**src/gha_pkg.sv**
```systemverilog
// shared types and constants for the generational handle allocator
// no dependencies; compiled first

package gha_pkg;

    localparam int REQ_IDX_W         = 10;
    localparam int GEN_W             = 32;
    localparam int CMD_W             = 2;
    localparam int STATUS_W          = 2;
    localparam int DEFAULT_MAX_SLOTS = 1024;

    localparam logic [CMD_W-1:0] CMD_CREATE    = 2'd0;
    localparam logic [CMD_W-1:0] CMD_CREATE_AT = 2'd1;
    localparam logic [CMD_W-1:0] CMD_DESTROY   = 2'd2;
    localparam logic [CMD_W-1:0] CMD_QUERY     = 2'd3;

    localparam logic [STATUS_W-1:0] STATUS_OK     = 2'd0;
    localparam logic [STATUS_W-1:0] STATUS_FULL   = 2'd1;
    localparam logic [STATUS_W-1:0] STATUS_BEYOND = 2'd2;

    typedef enum logic [2:0] {
        ST_CLEAR,
        ST_IDLE,
        ST_LOOK,
        ST_POP,
        ST_EXEC,
        ST_COMPACT
    } ctrl_state_t;

    // commands from controller to datapath
    typedef struct packed {
        logic load;
        logic look;
        logic pop;
        logic exec;
        logic compact;
        logic clear;
    } dp_ctl_t;

    // status from datapath to controller
    typedef struct packed {
        logic need_pop;
        logic need_compact;
        logic out_busy;
        logic clear_done;
        logic compact_done;
    } dp_stat_t;

endpackage

```
**src/gha_ctrl.sv**
```systemverilog
// sequencing state machine for the handle allocator
// depends on gha_pkg; drives the datapath through dp_ctl_t

module gha_ctrl (
    input  logic              clk,
    input  logic              rst_n,
    input  logic              req_valid,
    output logic              req_ready,
    input  gha_pkg::dp_stat_t stat,
    output gha_pkg::dp_ctl_t  ctl
);
    import gha_pkg::*;

    ctrl_state_t state_reg;
    ctrl_state_t state_next;

    always_ff @(posedge clk or negedge rst_n)
    begin
        if (!rst_n)
        begin
            state_reg <= ST_CLEAR;
        end
        else
        begin
            state_reg <= state_next;
        end
    end

    always_comb
    begin
        state_next = state_reg;
        ctl        = '0;
        req_ready  = 1'b0;
        case (state_reg)
            ST_CLEAR:
            begin
                ctl.clear = 1'b1;
                if (stat.clear_done)
                begin
                    state_next = ST_IDLE;
                end
            end
            ST_IDLE:
            begin
                req_ready = 1'b1;
                if (req_valid)
                begin
                    ctl.load   = 1'b1;
                    state_next = ST_LOOK;
                end
            end
            ST_LOOK:
            begin
                ctl.look   = 1'b1;
                state_next = stat.need_pop ? ST_POP : ST_EXEC;
            end
            ST_POP:
            begin
                ctl.pop    = 1'b1;
                state_next = ST_EXEC;
            end
            ST_EXEC:
            begin
                if (!stat.out_busy)
                begin
                    ctl.exec   = 1'b1;
                    state_next = stat.need_compact ? ST_COMPACT : ST_IDLE;
                end
            end
            ST_COMPACT:
            begin
                ctl.compact = 1'b1;
                if (stat.compact_done)
                begin
                    state_next = ST_IDLE;
                end
            end
            default:
            begin
                state_next = ST_CLEAR;
            end
        endcase
    end

endmodule

```
**config.mk**
```make
export PLATFORM = sky130hd
export DESIGN_NAME = gha_ctrl
export DESIGN_NICKNAME = d
export VERILOG_FILES = /design/src/gha_pkg.sv /design/src/gha_ctrl.sv
export SDC_FILE = /design/constraint.sdc
export NUM_CORES = 1
export LEC_CHECK = 0
export ABC_AREA = 1
export ABC_CLOCK_PERIOD_IN_PS = 1300
export BUFFER_PORTS_ARGS = -buffer_cell sky130_fd_sc_hd__buf_4
export CAP_MARGIN = 20
export CORE_AREA = 10 10 47 49
export CTS_CLUSTER_DIAMETER = 150
export DETAILED_ROUTE_END_ITERATION = 8
export DIE_AREA = 0 0 57 59
export SETUP_SLACK_MARGIN = 0.4
export SYNTH_ARGS = -nofsm -noshare
export SYNTH_HDL_FRONTEND = slang
export SYNTH_SLANG_ARGS = --single-unit
export TNS_END_PERCENT = 100
```
**constraint.sdc**
```tcl
create_clock -name clk -period 1.3 [get_ports clk]
set_clock_uncertainty 0.05 [all_clocks]
set_input_delay 0.065 -clock clk [delete_from_list [all_inputs] [get_ports clk]]
set_output_delay 0.065 -clock clk [all_outputs]
set_load 0.05 [all_outputs]
```
==> metrics, run 1 <==
max reg flops=3; DR pass1 iterations=4; Met1 Wirelength=376 µm; hpwl dp=732 µm; # setup viols final=2; period utilization=101%; Mean Syn Cell Area=6.14 µm²; port bufs=14; CP Max Fanout=7; area of the multi-input gates=236 µm²; clock root buffer=clkbuf_4; fin nets=81; leakage=0.000297 µW; remaining global-route overflow=0; DP Worst Slack=0.0247 ns; IO Pins=15; vias in the first global route=405; antenna violations before repair=0; Routed WL per cell=11.1 µm; worst-margin pin slew=0.216 ns; number of H-tree levels=1; Post-Syn Area=277 µm²; initial core utilization=19.7%; detailed-route via count=378; fin area=639 µm²; Hold Crit Class=in2async; register area share after synthesis=27.1%; gpl congestion=0.804; Total Power=1650 µW; R2R Setup Slk=0.03 ns; RSZ-0062 raised after global routing=true; largest net degree at the start of global routing=8; final worst slack=-0.0145 ns; CP Launch Type=flip-flop; top layer in use=met3; Fin Hold WS=0.107 ns; filler cell count=148; worst path required time=1.19 ns; failing checks=negative setup slack; EDFF count, synth=0; critical setup path kind=reg2out; Final Hold Viols=0; DRC viols=0; metal3 WL=81 µm; total track usage=6.56%; die area=3360 µm²; Cell Rows=14; post-synth top area share=27.1%; Storage cell area=78.8 µm²; CTS Buffer Depth=2; area grow syn2layout=131%; Slew Viols, Final=0; ys async rst share=100%; syn nets=53; status=finished, violations left; drt via density=4.30; setup TNS=-0.0192 ns; clock sinks=3; layout cells sized above 1=66.7%; YS warnings=0; area leader, netlist=dfrtp_1; highest clock rate=0.761 GHz; relative slew slack=85.6%; Worst Setup End Kind=output pin; Main synth FF type=dfrtp_1; Period minus WS final=1.31 ns; maximum VDD drop=1190 µV; first-pass GRT wire length=1750 µm; gate count of the mapped netlist=45; cell types occupying the most area after synthesis=dfrtp_1 27%, nor2_1 14%, nand3_1 13%; Placed Area=495 µm²; initial drt markers=15; crit path DAT=1.20 ns; flops & latches, synth=3; cts bufs inserted=3; wirelength, routed=976 µm; Clock transition at path regs=0.04 ns; Synth cell types=16; max_cap viols=0; met2 WL=518 µm; Final ANT Viol Nets=0; Die Y=59 µm; core area=1400 µm²; CTS tree=yes; PD cells=2570 nW/µm²; # diodes=0; worst-skew pair later-pin latency=0.23 ns; Die W=57 µm
## final timing paths
check	end	cells after the start	start
hold reg to reg	state_reg[0]$_DFFE_PN0P_	3	state_reg[1]$_DFFE_PN0P_
max in group asynchronous	state_reg[1]$_DFFE_PN0P_	2	rst_n
setup reg to reg	state_reg[2]$_DFFE_PN0P_	7	state_reg[0]$_DFFE_PN0P_
min in group clk	state_reg[0]$_DFFE_PN0P_	4	req_valid
setup / recovery	ctl[2]	2	state_reg[1]$_DFFE_PN0P_
hold / removal	state_reg[0]$_DFFE_PN0P_	2	rst_n
## Yosys cell counts, types with 2 or more instances
master   number
dfrtp_1       3
inv_1         7
inv_2         3
nand2_1       3
nand3_1       7
nor2_1       10
nor3_2        2
o21ai_1       2
## metal layers
| layer | vias to the layer above | track usage, % |
|---|---|---|
| li1 | 197 | - |
| met1 | 172 | 6.26 |
| met2 | 9 | 11.0 |
| met3 | 0 | 4.08 |
| met4 | 0 | 3.02 |
| met5 | - | 0 |
## power breakdown
group	internal (µW)	switching, µW
sequential	141	91.8
combinational	536	716
clock	115	46.0
## layout make-up
cell class | count | share of cell area (%)
multi-input cells | 31 | 37.0
repair buffers | 24 | 35.6
flip-flops and latches | 3 | 12.3
inverters | 10 | 7.83
clock buffers | 4 | 4.11
well taps | 16 | 3.13
## worst max-delay path: stages, from the launching register on
cell and delay (ns):
dfrtp_2 0.48, nor4_4 0.30, buf_6 0.19
## cells by family after synthesis
group / Yosys count / share of synthesized area, %
buf+inv: 11 / 16.3
simple gates: 27 / 48.4
flops: 3 / 27.1
compound gates: 4 / 8.14
## cells in the final DEF, fill, tap and decap left out
cell type	instances
nand4_1	1
nor2_2	3
nor4_4	1
nand3_1	5
inv_2	1
nand3_2	1
nor3_4	2
buf_6	8
buf_8	2
nand2_1	2
nor2_1	5
inv_1	5
dlygate4sd3_1	1
inv_4	2
nor2_4	3
dfrtp_2	3
a21oi_1	1
buf_4	13
clkbuf_1	1
nand3_4	1
nor3_2	1
o21bai_1	1
clkbuf_4	3
clkinvlp_4	2
nand2_2	2
o21ai_1	2
## per-stage QoR
stage,std cells,util [%]
6_report,88,45.6
2_1_floorplan,45,-
3_3_place_gp,78,35.4
3_5_place_dp,78,35.4
5_1_grt,88,45.6
4_1_cts,88,45.4
## timing repair
| action | 4_1_cts | 5_1_grt |
|---|---|---|
| hold endpoints to repair | 3 | 0 |
| gates cloned | 0 | 0 |
| resized for setup | 19 | 1 |
| hold buffers | 1 | 0 |
| pin swaps | 1 | 1 |
| endpoints found under the setup margin | 10 | 10 |
| buffers inserted | 5 | 0 |
Power figures use the tool's default switching activity.
==> run 2, diff against run 1 <==
--- a/config.mk
+++ b/config.mk
@@ -6,7 +6,7 @@
 export NUM_CORES = 1
 export LEC_CHECK = 0
 export ABC_AREA = 1
-export ABC_CLOCK_PERIOD_IN_PS = 1300
+export ABC_CLOCK_PERIOD_IN_PS = 1360
 export BUFFER_PORTS_ARGS = -buffer_cell sky130_fd_sc_hd__buf_4
 export CAP_MARGIN = 20
 export CORE_AREA = 10 10 47 49
==> constraint.sdc (replaced) <==
create_clock -name clk -period 1.36 [get_ports clk]
set_clock_uncertainty 0.05 [all_clocks]
set_input_delay 0.068 -clock clk [delete_from_list [all_inputs] [get_ports clk]]
set_output_delay 0.068 -clock clk [all_outputs]
set_load 0.05 [all_outputs]
==> run 2 against run 1 <==
The flow now finishes without violations. Setup slack better by 0.029 ns. Clock power down 3%. Hold slack gained 0.00079 ns. Global-route usage fell by 0.87 points. Wire length up 6.9%. Combinational power about the same. Sequential power fell by 7%. Register-to-register slack improved by 0.02 ns. Critical path depth grew 2. Largest power group unchanged.
==> metrics, run 2 (synthesis gave the netlist of run 1 again) <==
status=completed; crit path DAT=1.23 ns (+0.03 ns); # diodes=0 (unchanged); relative slew slack=85.0% (-0.64 points); gpl congestion=0.731 (-9.1%); layout cells sized above 1=65.8% (-0.91 points); period utilization=99.0%; DR pass1 iterations=4 (unchanged); Final ANT Viol Nets=0 (unchanged); Worst Setup End Kind=output pin; cts bufs inserted=3 (unchanged); wirelength, routed=1040 µm (+6.9%); port bufs=14 (unchanged); critical path cell sequence=buf_4 > nand3_4 > clkinvlp_4 > buf_8; DRC viols=0 (unchanged); CTS tree=yes; CTS Buffer Depth=2 (unchanged); first-pass GRT wire length=1550 µm (-11%); drt via density=4.43 (+3.1%); # setup viols final=0 (-2); core area=1400 µm² (unchanged); filler cell count=144 (-2.7%); area grow syn2layout=134%; worst-skew pair later-pin latency=0.23 ns (about the same); Slew Viols, Final=0 (unchanged); area of the multi-input gates=239 µm² (+1.1%); clock root buffer=clkbuf_4; number of H-tree levels=1 (unchanged); CP Launch Type=flip-flop; initial core utilization=19.7% (unchanged); highest clock rate=0.743 GHz; antenna violations before repair=0 (unchanged); commonest non-fill, non-tap cell in the layout=buf_4; worst-margin pin slew=0.225 ns (+0.00967 ns); RSZ-0062 raised after global routing=true; remaining global-route overflow=0 (unchanged); Die W=57 µm (unchanged); leakage=0.000301 µW (+1.4%); largest net degree at the start of global routing=10 (+2); PD cells=2520 nW/µm² (-1.9%); max_cap viols=0 (unchanged); clock sinks=3 (unchanged); fin nets=82 (+1.2%); vias in the first global route=379 (-6.4%); Final Hold Viols=0 (unchanged); Period minus WS final=1.35 ns; IO Pins=15 (unchanged); critical setup path kind=reg2out; placed cell count=78 (unchanged); worst path required time=1.24 ns (+0.05 ns); die area=3360 µm² (unchanged); maximum VDD drop=1090 µV (-8.5%); Routed WL per cell=11.7 µm (+5.7%); total track usage=5.69% (-0.87 points); crit-path max cell delay=0.45 ns (-0.03 ns); initial drt markers=24 (+9); Hold Crit Class=in2async; Layout Cells excl Fill=89 (+1.1%); Clock transition at path regs=0.04 ns (about the same); detailed-route via count=394 (+4.2%); DP Worst Slack=0.0608 ns (+0.0361 ns); CP Max Fanout=7 (unchanged); Die Y=59 µm (unchanged); hpwl dp=721 µm (-1.5%); Cell Rows=14 (unchanged); max reg flops=3 (unchanged); commonest non-fill, non-tap cells in the layout=14 x buf_4, 8 x buf_6, 6 x nor2_1; Max stage delay cell, worst path=dfrtp_2; Storage cell area=78.8 µm² (unchanged); final worst slack=0.0140 ns (+0.0285 ns); Fin Hold WS=0.108 ns (+0.000791 ns)
run 2: report_power, final:
group | internal [µW] | switching, µW | total, µW
Combinational | 548 | 712 | 1260
Clock | 110 | 46.0 | 156
Sequential | 134 | 82.2 | 217
run 2: path summary, 6_finish.rpt:
check	cells after the start	slack (ns)	endpoint	start
min	2	0.11	state_reg[0]$_DFFE_PN0P_	rst_n
min in group clk	4	0.12	state_reg[0]$_DFFE_PN0P_	req_valid
max in group asynchronous	2	1.05	state_reg[1]$_DFFE_PN0P_	rst_n
min reg2reg	3	0.65	state_reg[2]$_DFFE_PN0P_	state_reg[2]$_DFFE_PN0P_
max	4	0.01	req_ready	state_reg[0]$_DFFE_PN0P_
max reg2reg	7	0.05	state_reg[2]$_DFFE_PN0P_	state_reg[0]$_DFFE_PN0P_
run 2: metrics by stage:
stage | util (%) | cell area, µm² | TNS [ns] | power, µW
after global routing | 46.2 | 647 | -0.0914 | 1740
after global placement | 35.7 | 500 | 0 | 1150
final | 46.2 | 647 | 0 | 1630
after floorplan | - | 357 | 0 | 921
after CTS | 42.1 | 591 | 0 | 1480
after detailed placement | 35.7 | 500 | 0 | 1160
run 2: final cells by class:
class	instances	area share [%]
flip-flops and latches	3	12.2
multi-input cells	31	36.9
inverters	10	7.35
repair buffers	25	36.4
well taps	16	3.09
clock buffers	4	4.06
run 2: critical path: cells and delay by family (launching register included):
kind          cells  cell delay, ns
buf+inv           3            0.44
flops             1            0.45
simple gates      1            0.11
run 2: timing repair:
item                       4_1_cts  5_1_grt
buffers inserted                 2        4
hold endpoints to repair         3        0
hold buffers                     1        0
setup endpoints to repair       10       10
pin swaps                        0        2
resized for setup               11        6
run 2: layer usage:
metal  track usage, %  up-vias  part of all wire (%)  wire [µm]
li1                 -      201                     -          -
met2             8.84       11                    51        535
met5                0        -                     0          0
met3             3.86        2                   8.5         89
met1             5.78      180                    38        401
met4             2.68        0                   1.6         17
